[config.mk]
export PLATFORM = sky130hd
export DESIGN_NAME = partition_entry_array_parser
export DESIGN_NICKNAME = d
export VERILOG_FILES = /design/src/design/pep_pkg.sv /design/src/design/partition_entry_array_parser.sv /design/src/design/pep_front.sv /design/src/design/pep_queue.sv /design/src/design/pep_back.sv
export SDC_FILE = /design/constraint.sdc
export NUM_CORES = 2
export LEC_CHECK = 0
export CAP_MARGIN = 20
export CORE_UTILIZATION = 45
export DETAILED_ROUTE_END_ITERATION = 10
export DONT_BUFFER_PORTS = 1
export SLEW_MARGIN = 10
export SYNTH_ARGS = -nofsm -noshare
export SYNTH_HDL_FRONTEND = slang
export SYNTH_SLANG_ARGS = --single-unit
[constraint.sdc]
create_clock -name clk -period 16.2 [get_ports clk]
set_clock_uncertainty 0.2 [all_clocks]
set_input_delay 0 -clock clk [delete_from_list [all_inputs] [get_ports clk]]
set_output_delay 0 -clock clk [all_outputs]
set_load 0.01 [all_outputs]
[src/design/pep_pkg.sv]
`default_nettype none

package pep_pkg;

  // Layout of one 128-byte partition entry.
  localparam int EntryBytes = 128;
  localparam logic [6:0] OffTypeEnd  = 7'd16;
  localparam logic [6:0] OffStart    = 7'd32;
  localparam logic [6:0] OffEnd      = 7'd40;
  localparam logic [6:0] OffAttr     = 7'd48;
  localparam logic [6:0] OffName     = 7'd56;
  localparam logic [6:0] OffLast     = 7'(EntryBytes - 1);

  // Result kinds.
  localparam logic KindName    = 1'b0;
  localparam logic KindSummary = 1'b1;

  // Type classes.
  localparam logic [2:0] ClassEfi     = 3'd0;
  localparam logic [2:0] ClassBasic   = 3'd1;
  localparam logic [2:0] ClassSwap    = 3'd2;
  localparam logic [2:0] ClassRoot    = 3'd3;
  localparam logic [2:0] ClassUnused  = 3'd4;
  localparam logic [2:0] ClassUnknown = 3'd5;

  localparam logic [6:0] CharUnknown = 7'h3F;

  // Result queue between parser and output stage.
  localparam int QueueDepth  = 4;
  localparam int QueuePtrW   = 2;
  localparam int QueueCountW = 3;

  // Known type identifiers in on-disk byte order.
  localparam logic [0:3][0:15][7:0] TypeGuids = '{
    '{8'h28, 8'h73, 8'h2A, 8'hC1, 8'h1F, 8'hF8, 8'hD2, 8'h11,
      8'hBA, 8'h4B, 8'h00, 8'hA0, 8'hC9, 8'h3E, 8'hC9, 8'h3B},
    '{8'hA2, 8'hA0, 8'hD0, 8'hEB, 8'hE5, 8'hB9, 8'h33, 8'h44,
      8'h87, 8'hC0, 8'h68, 8'hB6, 8'hB7, 8'h26, 8'h99, 8'hC7},
    '{8'h6D, 8'hFD, 8'h57, 8'h06, 8'hAB, 8'hA4, 8'hC4, 8'h43,
      8'h84, 8'hE5, 8'h09, 8'h33, 8'hC8, 8'h4B, 8'h4F, 8'h4F},
    '{8'hE3, 8'hBC, 8'h68, 8'h4F, 8'hCD, 8'hE8, 8'hB1, 8'h4D,
      8'h96, 8'hE7, 8'hFB, 8'hCA, 8'hF9, 8'h84, 8'hB7, 8'h09}
  };

  typedef struct packed {
    logic        kind;
    logic [7:0]  entry_index;
    logic        entry_valid;
    logic [2:0]  type_class;
    logic [63:0] start_block;
    logic [63:0] end_block;
    logic [63:0] sector_total;
    logic [63:0] attribute_bits;
    logic [8:0]  valid_total;
    logic [6:0]  name_char;
    logic        last;
  } result_t;

  // Zero, one or two results produced by one byte, in delivery order.
  typedef struct packed {
    logic [1:0] count;
    result_t    first;
    result_t    second;
  } push_t;

endpackage

`default_nettype wire

[src/design/partition_entry_array_parser.sv]
// A byte's first result passes through the result queue and then the output register.
// Throughput: one byte per cycle unless stalled; the second result of a byte that yields two waits in
// the four-entry result queue, so the output register sets the sustained rate.
// Bytes are held off while fewer than two queue slots are free.
// Reset (rst, synchronous, active high) clears the parser state, empties the queue and output,
// and sets entry_count to 128.
`default_nettype none

module partition_entry_array_parser #(
  parameter int MAX_ENTRIES = 256
) (
  input  wire logic         clk,
  input  wire logic         rst,
  // Byte request channel.
  input  wire logic         byte_valid,
  output logic              byte_stall,
  input  wire logic [7:0]   data_byte,
  input  wire logic         table_start,
  // Configuration write channel.
  input  wire logic         cfg_valid,
  output logic              cfg_ready,
  input  wire logic [8:0]   cfg_data,
  // Result request channel.
  output logic              result_valid,
  input  wire logic         result_stall,
  output logic              kind,
  output logic [7:0]        entry_index,
  output logic              entry_valid,
  output logic [2:0]        type_class,
  output logic [63:0]       start_block,
  output logic [63:0]       end_block,
  output logic [63:0]       sector_total,
  output logic [63:0]       attribute_bits,
  output logic [8:0]        valid_total,
  output logic [6:0]        name_char,
  output logic              last
);

  // The only register in this module: how many entries of the array are parsed.
  logic [8:0] entry_count;

  logic                                 take;
  pep_pkg::push_t                       push;
  pep_pkg::result_t                     head;
  pep_pkg::result_t                     result;
  logic                                 not_empty;
  logic                                 pop;
  logic [pep_pkg::QueueCountW-1:0]      level;

  // Configuration is always taken; the user must write it only while the block is idle (not enforced here).
  assign cfg_ready = 1'b1;

  always_ff @(posedge clk) begin
    if (rst) begin
      entry_count <= 9'd128;
    end else if (cfg_valid && cfg_ready) begin
      entry_count <= cfg_data;
    end
  end

  // A byte may produce up to two results, so it is only taken while two slots are free.
  // The stall depends on the registered queue level alone.
  assign byte_stall = (level > pep_pkg::QueueCountW'(pep_pkg::QueueDepth - 2));
  assign take       = byte_valid && !byte_stall;

  // Front end: tracks the offset within the entry, collects fields and classifies the type.
  pep_front #(
    .MAX_ENTRIES (MAX_ENTRIES)
  ) u_front (
    .clk         (clk),
    .rst         (rst),
    .take        (take),
    .data_byte   (data_byte),
    .table_start (table_start),
    .entry_count (entry_count),
    .push        (push)
  );

  // Short queue that decouples the parser from the output handshake.
  pep_queue u_queue (
    .clk       (clk),
    .rst       (rst),
    .push      (push),
    .pop       (pop),
    .head      (head),
    .not_empty (not_empty),
    .level     (level)
  );

  // Back end: registered output that presents one result per request.
  pep_back u_back (
    .clk          (clk),
    .rst          (rst),
    .head         (head),
    .not_empty    (not_empty),
    .result_stall (result_stall),
    .pop          (pop),
    .result_valid (result_valid),
    .result       (result)
  );

  assign kind           = result.kind;
  assign entry_index    = result.entry_index;
  assign entry_valid    = result.entry_valid;
  assign type_class     = result.type_class;
  assign start_block    = result.start_block;
  assign end_block      = result.end_block;
  assign sector_total   = result.sector_total;
  assign attribute_bits = result.attribute_bits;
  assign valid_total    = result.valid_total;
  assign name_char      = result.name_char;
  assign last           = result.last;

  // The queue never overflows, even when a two-result byte arrives.
  assert property (@(posedge clk) disable iff (rst)
    level <= pep_pkg::QueueCountW'(pep_pkg::QueueDepth))
    else $error("result queue overflow");

  // A summary for an entry with an all-zero type carries the unused class and no start, sector or attribute fields.
  assert property (@(posedge clk) disable iff (rst)
    (result_valid && kind == pep_pkg::KindSummary && !entry_valid) |->
      (type_class == pep_pkg::ClassUnused && start_block == 64'd0 &&
       sector_total == 64'd0 && attribute_bits == 64'd0))
    else $error("invalid entry summary carries field data");

  // Name characters only come from valid entries and carry none of the summary fields.
  assert property (@(posedge clk) disable iff (rst)
    (result_valid && kind == pep_pkg::KindName) |->
      (entry_valid && valid_total == 9'd0 && type_class == pep_pkg::ClassEfi))
    else $error("malformed name character result");

  // A queued result never enters the output register while a stalled one is held.
  assert property (@(posedge clk) disable iff (rst)
    (result_valid && result_stall) |-> !pop)
    else $error("output register overwritten while stalled");

endmodule

`default_nettype wire

[src/design/pep_front.sv]
`default_nettype none

module pep_front #(
  parameter int MAX_ENTRIES = 256
) (
  input  wire logic         clk,
  input  wire logic         rst,
  input  wire logic         take,
  input  wire logic [7:0]   data_byte,
  input  wire logic         table_start,
  input  wire logic [8:0]   entry_count,
  output pep_pkg::push_t    push
);

  logic [6:0]  byte_offset, byte_offset_next;
  logic [8:0]  current_index, current_index_next;
  logic [8:0]  valid_counter, valid_counter_next;
  logic        type_nonzero, type_nonzero_next;
  logic [3:0]  type_match_flags, type_match_flags_next;
  logic [63:0] start_accum, start_accum_next;
  logic [63:0] end_accum, end_accum_next;
  logic [63:0] attribute_accum, attribute_accum_next;
  logic [7:0]  name_low_byte, name_low_byte_next;
  logic        name_ended, name_ended_next;

  logic [6:0]  off;
  logic [8:0]  idx;
  logic [8:0]  vcount;
  logic        past_limit;
  logic        entry_clear;
  logic        tn_b;
  logic [3:0]  flags_b;
  logic [63:0] start_b, end_b, attr_b;
  logic [7:0]  nlb_b;
  logic        ne_b;
  logic [63:0] lane_byte;
  logic [15:0] unit;
  logic        char_hit;
  logic [6:0]  char_val;
  logic        sum_hit;
  logic [8:0]  vcount_new;
  logic [2:0]  tclass;
  logic [3:0]  mismatch;
  pep_pkg::result_t name_item, sum_item;

  always_comb begin
    off    = table_start ? 7'd0 : byte_offset;
    idx    = table_start ? 9'd0 : current_index;
    vcount = table_start ? 9'd0 : valid_counter;
    past_limit = (idx >= entry_count) || (32'(idx) >= 32'(MAX_ENTRIES));

    entry_clear = (off == 7'd0);
    tn_b    = entry_clear ? 1'b0   : type_nonzero;
    flags_b = entry_clear ? 4'hF   : type_match_flags;
    start_b = entry_clear ? 64'd0  : start_accum;
    end_b   = entry_clear ? 64'd0  : end_accum;
    attr_b  = entry_clear ? 64'd0  : attribute_accum;
    nlb_b   = entry_clear ? 8'd0   : name_low_byte;
    ne_b    = entry_clear ? 1'b0   : name_ended;

    lane_byte = 64'(data_byte) << {off[2:0], 3'b000};
    unit      = {data_byte, nlb_b};
    for (int g = 0; g < 4; g++) begin
      mismatch[g] = (pep_pkg::TypeGuids[g][off[3:0]] != data_byte);
    end

    byte_offset_next      = byte_offset;
    current_index_next    = current_index;
    valid_counter_next    = valid_counter;
    type_nonzero_next     = type_nonzero;
    type_match_flags_next = type_match_flags;
    start_accum_next      = start_accum;
    end_accum_next        = end_accum;
    attribute_accum_next  = attribute_accum;
    name_low_byte_next    = name_low_byte;
    name_ended_next       = name_ended;
    char_hit = 1'b0;
    char_val = (unit < 16'h0080) ? unit[6:0] : pep_pkg::CharUnknown;
    sum_hit  = 1'b0;

    if (take) begin
      byte_offset_next   = off;
      current_index_next = idx;
      valid_counter_next = vcount;
      if (!past_limit) begin
        type_nonzero_next     = tn_b;
        type_match_flags_next = flags_b;
        start_accum_next      = start_b;
        end_accum_next        = end_b;
        attribute_accum_next  = attr_b;
        name_low_byte_next    = nlb_b;
        name_ended_next       = ne_b;

        if (off < pep_pkg::OffTypeEnd) begin
          if (data_byte != 8'd0) begin
            type_nonzero_next = 1'b1;
          end
          type_match_flags_next = flags_b & ~mismatch;
        end else if (off >= pep_pkg::OffStart && off < pep_pkg::OffEnd) begin
          start_accum_next = start_b | lane_byte;
        end else if (off >= pep_pkg::OffEnd && off < pep_pkg::OffAttr) begin
          end_accum_next = end_b | lane_byte;
        end else if (off >= pep_pkg::OffAttr && off < pep_pkg::OffName) begin
          attribute_accum_next = attr_b | lane_byte;
        end else if (off >= pep_pkg::OffName) begin
          if (!off[0]) begin
            name_low_byte_next = data_byte;
          end else if (tn_b && !ne_b) begin
            if (unit == 16'd0) begin
              name_ended_next = 1'b1;
            end else begin
              char_hit = 1'b1;
            end
          end
        end

        if (off == pep_pkg::OffLast) begin
          sum_hit = 1'b1;
          current_index_next = idx + 9'd1;
          byte_offset_next   = 7'd0;
        end else begin
          byte_offset_next = off + 7'd1;
        end
        if (sum_hit && tn_b) begin
          valid_counter_next = vcount_new;
        end
      end
    end
  end

  // Saturating count of valid entries including the one now closing.
  assign vcount_new = (vcount != 9'h1FF) ? vcount + 9'd1 : vcount;

  always_comb begin
    if (flags_b[0]) begin
      tclass = pep_pkg::ClassEfi;
    end else if (flags_b[1]) begin
      tclass = pep_pkg::ClassBasic;
    end else if (flags_b[2]) begin
      tclass = pep_pkg::ClassSwap;
    end else if (flags_b[3]) begin
      tclass = pep_pkg::ClassRoot;
    end else begin
      tclass = pep_pkg::ClassUnknown;
    end

    name_item = '0;
    name_item.kind        = pep_pkg::KindName;
    name_item.entry_index = idx[7:0];
    name_item.entry_valid = 1'b1;
    name_item.type_class  = pep_pkg::ClassEfi;
    name_item.name_char   = char_val;
    name_item.last        = !sum_hit;

    sum_item = '0;
    sum_item.kind        = pep_pkg::KindSummary;
    sum_item.entry_index = idx[7:0];
    sum_item.last        = 1'b1;
    if (tn_b) begin
      sum_item.entry_valid    = 1'b1;
      sum_item.type_class     = tclass;
      sum_item.start_block    = start_b;
      sum_item.end_block      = end_b;
      sum_item.sector_total   = end_b - start_b + 64'd1;
      sum_item.attribute_bits = attr_b;
      sum_item.valid_total    = vcount_new;
    end else begin
      sum_item.type_class  = pep_pkg::ClassUnused;
      sum_item.valid_total = vcount;
    end

    push = '0;
    if (char_hit && sum_hit) begin
      push.count  = 2'd2;
      push.first  = name_item;
      push.second = sum_item;
    end else if (char_hit) begin
      push.count = 2'd1;
      push.first = name_item;
    end else if (sum_hit) begin
      push.count = 2'd1;
      push.first = sum_item;
    end
  end

  always_ff @(posedge clk) begin
    if (rst) begin
      byte_offset      <= '0;
      current_index    <= '0;
      valid_counter    <= '0;
      type_nonzero     <= 1'b0;
      type_match_flags <= 4'hF;
      start_accum      <= '0;
      end_accum        <= '0;
      attribute_accum  <= '0;
      name_low_byte    <= '0;
      name_ended       <= 1'b0;
    end else begin
      byte_offset      <= byte_offset_next;
      current_index    <= current_index_next;
      valid_counter    <= valid_counter_next;
      type_nonzero     <= type_nonzero_next;
      type_match_flags <= type_match_flags_next;
      start_accum      <= start_accum_next;
      end_accum        <= end_accum_next;
      attribute_accum  <= attribute_accum_next;
      name_low_byte    <= name_low_byte_next;
      name_ended       <= name_ended_next;
    end
  end

endmodule

`default_nettype wire

[src/design/pep_queue.sv]
`default_nettype none

module pep_queue (
  input  wire logic                              clk,
  input  wire logic                              rst,
  input  wire pep_pkg::push_t                    push,
  input  wire logic                              pop,
  output pep_pkg::result_t                       head,
  output logic                                   not_empty,
  output logic [pep_pkg::QueueCountW-1:0]        level
);

  pep_pkg::result_t mem [pep_pkg::QueueDepth];
  logic [pep_pkg::QueuePtrW-1:0]   wr_ptr;
  logic [pep_pkg::QueuePtrW-1:0]   rd_ptr;
  logic [pep_pkg::QueueCountW-1:0] count;

  // Two results from one byte land in consecutive slots.
  always_ff @(posedge clk) begin
    if (push.count != 2'd0) begin
      mem[wr_ptr] <= push.first;
    end
    if (push.count == 2'd2) begin
      mem[wr_ptr + pep_pkg::QueuePtrW'(1)] <= push.second;
    end
  end

  always_ff @(posedge clk) begin
    if (rst) begin
      wr_ptr <= '0;
      rd_ptr <= '0;
      count  <= '0;
    end else begin
      wr_ptr <= wr_ptr + pep_pkg::QueuePtrW'(push.count);
      rd_ptr <= rd_ptr + pep_pkg::QueuePtrW'(pop);
      count  <= count + pep_pkg::QueueCountW'(push.count) - pep_pkg::QueueCountW'(pop);
    end
  end

  assign head      = mem[rd_ptr];
  assign not_empty = (count != '0);
  assign level     = count;

endmodule

`default_nettype wire

[src/design/pep_back.sv]
`default_nettype none

module pep_back (
  input  wire logic              clk,
  input  wire logic              rst,
  input  wire pep_pkg::result_t  head,
  input  wire logic              not_empty,
  input  wire logic              result_stall,
  output logic                   pop,
  output logic                   result_valid,
  output pep_pkg::result_t       result
);

  logic load;

  // The output register refills whenever it is empty or being taken.
  assign load = !result_valid || !result_stall;
  assign pop  = load && not_empty;

  always_ff @(posedge clk) begin
    if (rst) begin
      result_valid <= 1'b0;
    end else if (load) begin
      result_valid <= not_empty;
    end
  end

  always_ff @(posedge clk) begin
    if (pop) begin
      result <= head;
    end
  end

endmodule

`default_nettype wire
==> results.toml <==
[critical_path]
cp.required_ps = 16430
crit_path_max_fanout = 76
critPathArrivalTime_ps = 8210
crit_type = "register to register"
critPathCaptureType = "register"
ff2ff_path_depth = 17
crit_path_start_kind = "register"

[yosys]
syn_nets = 5702
synth_fa_ha_area_frac = 0.0194
yosys_warnings = 0
ys_seq_area_frac = 0.658
synth_top_family_by_area = "simple AND/OR/NAND/NOR gates"
synthMuxAreaShare = 0.0924
synthCells = 5568
yosys.area_share.simple = 0.127
synth.distinct_cells = 69
synth-xor-area-share = 0.0177
synth_edf_count = 1402
synth_async_sr_flop_share = 0
synth-seq-cells = 1678
syn_area_per_cell_um2 = 13.0
synth_compound_area_frac = 0.0609
syn_area_mm2 = 0.0724
ys.flop_type = "edfxtp_1"

[placed_design]
pre_cts_slack_ps = 8850
io_buffer_count = 0
globalplace.congestion = 0.951
dpl.hpwl_um = 129000

[global_route]
grtUsageMet2 = 0.378
top_usage_layer = "met2"
met3_usage = 0.0423
grt_pass1_wl_um = 301000
grtUsageTotal = 0.251
antenna_found_initial = 10
grt_pass1_vias = 43300
grt_max_degree = 243
grt_overflow = 0
grt_use_met1 = 0.377

[sta]
worst_slew_pin_slew_ps = 1250
setup_tns_ps = 0
setup_viol = 0
period_share = 0.493
rsz0062_at_grt = "false"
hold_violations = 0
drv_slew = 0
maxSlewHeadroom = 0.165
fin_crit_ps = 7990
max_freq_mhz = 125
fin_ws_ps = 8210

[clock_tree]
clk_latency_ps = 840
htreeDepth = 4
cts.path.max_buffers = 3
cts-root-buf = "clkbuf_16"
clkTransAtPathRegs_ps = 70
cts_made_buffers = 172
clock_sinks = 1678
cts_hold_buf = 50
post-cts-setup-buffers = 0
cts_tree = "done"
cts-resized-gates = 0

[drt]
first_pass_iters = 6
wirelength_um = 206000
num_vias = 45500
wire_per_inst_um = 26.8
drt-initial-drc-count = 5225
postRouteAntennaNets = 0
drc = 0
via_per_inst = 5.90

[floorplan]
num_io_pins = 312
initial_core_util = 0.455
die_y_um = 403
dieArea_mm2 = 0.162
core_area_mm2 = 0.159
row_count = 146
die_x_um = 403

[cells_and_area]
area_growth_pct = 11.1
num-fill-cells = 13700
final_cell_mix = "1442 x nor2_1, 1402 x edfxtp_1, 470 x nand2_1, 287 x mux4_2, 274 x dfxtp_1"
nets = 5629
final_common_cell = "nor2_1"
drive_gt1_frac = 0.116

[pwr]
p_sw_uw = 2430
combPwrFrac = 0.093
peakVddDrop_v = 0.000158
cellPowerDensity_mw_per_mm2 = 120
pwr-share-seq = 0.500
p_sw_frac = 0.251
intPower_uw = 7230
leakagePower_uw = 0.0216
clkPwrFrac = 0.407
finalPower_uw = 9660

[hold_path]
hp-class = "input pin to register"
worstHoldPathCells = 4

[job]
cap_violations = 0

[outcome]
status = "completed"
[cell type report]
| type | count | area (um2) | share of cell area |
|---|---|---|---|
| Antenna cell | 3 | 7.51 | 0.0000934 |
| Clock buffer | 232 | 4680 | 0.0582 |
| Timing Repair Buffer | 122 | 1170 | 0.0146 |
| Clock inverter | 81 | 915 | 0.0114 |
| Multi-Input combinational cell | 3452 | 23100 | 0.288 |
| Sequential cell | 1678 | 47600 | 0.592 |
| Tap cell | 2072 | 2590 | 0.0322 |
| Inverter | 69 | 289 | 0.00359 |
[critical path, cell delays in order (launching register included)]
cell	delay (ps)
dfxtp_1	570
inv_1	180
nor2_1	120
dlygate4sd3_1	550
buf_4	230
inv_1	280
ha_1	370
o211ai_4	90
buf_4	410
a21oi_2	170
nor3_1	280
o2111ai_1	270
ha_1	390
nor3_1	750
nor2_1	410
inv_8	580
buf_4	790
buf_4	770
[flip-flops by register name, indices dropped and copies added, names as in the netlist]
| register | flops |
|---|---|
| u_back.result_valid | 1 |
| u_front.start_accum | 64 |
| u_queue.level | 3 |
| u_queue.mem | 1144 |
| u_front.attribute_accum | 64 |
| u_queue.wr_ptr | 2 |
| u_front.end_accum | 64 |
| u_front.byte_offset | 7 |
| u_queue.rd_ptr | 2 |
| u_front.type_nonzero | 1 |
| u_back.result | 286 |
| u_front.name_ended | 1 |
| u_front.type_match_flags | 4 |
| u_front.current_index | 9 |
| u_front.name_low_byte | 8 |
| u_front.valid_counter | 9 |
| entry_count | 9 |
[final timing paths]
check                         startpoint                          end  slack (ps)
hold reg to reg        u_queue.mem[2][2]            u_queue.mem[2][2]         270
hold / removal              data_byte[0]  u_front.attribute_accum[24]          60
setup reg to reg  u_front.byte_offset[0]          u_queue.mem[1][124]        8210
setup / recovery  u_front.byte_offset[0]          u_queue.mem[1][124]        8210
[metrics by stage]
step                hold WS [ps]   util  cell area, um2  std cells
finish                      58.9  0.506           80400       7709
global route                26.2  0.506           80400       7707
CTS                         1.57  0.506           80400       7705
detailed placement         -84.3  0.467           74300       7342
global placement           -85.5  0.467           74200       7340
floorplan                  -69.6      -           72400       5568
[kinds of logic (layout without fill, tap and decap cells)]
logic type / Yosys count / in the layout
XOR/XNOR: 146 / 146
AND/OR/NAND/NOR: 2237 / 2237
AO/OA/AOI/OAI: 648 / 648
other: 1 / 4
multiplexers: 309 / 309
buffers and inverters: 438 / 504
adder cells (fa/ha/maj): 111 / 111
flip-flops: 1678 / 1678
[power by group through the flow]
stage	registers [uW]	clock network (uW)	logic, uW
after floorplan	4990	0	693
after global placement	4920	0	880
after detailed placement	4920	0	887
after CTS	4830	4000	923
after global routing	4830	4160	980
final	4830	3930	903
[synthesized netlist by cell type, drive strengths merged (14+ instances only)]
cell type | count | area (um2)
inv | 64 | 240
a22oi | 163 | 1220
nand2 | 471 | 1770
nand4 | 34 | 213
xor2 | 83 | 727
nand3 | 34 | 170
a32oi | 48 | 420
a31oi | 16 | 100
mux4 | 287 | 6460
and3 | 26 | 163
clkbuf | 224 | 841
and2 | 31 | 194
xnor2 | 63 | 552
nor3 | 55 | 275
o21ai | 104 | 520
mux2i | 22 | 220
nor2b | 14 | 87.6
nor3b | 59 | 443
buf | 145 | 662
dfxtp | 276 | 5530
a22o | 22 | 193
a21o | 25 | 188
o21bai | 15 | 113
or2 | 18 | 113
a21oi | 148 | 759
or3 | 14 | 87.6
edfxtp | 1402 | 42100
o211ai | 14 | 110
ha | 109 | 1360
nor2 | 1442 | 5410
[routing by layer]
metal  part of all wire  up-vias
met4              0.024        0
met5                  0        -
met3              0.072      235
met1               0.45    23200
li1                   -    20200
met2               0.45     1839
Note: power is estimated with default switching activity, not from simulation.
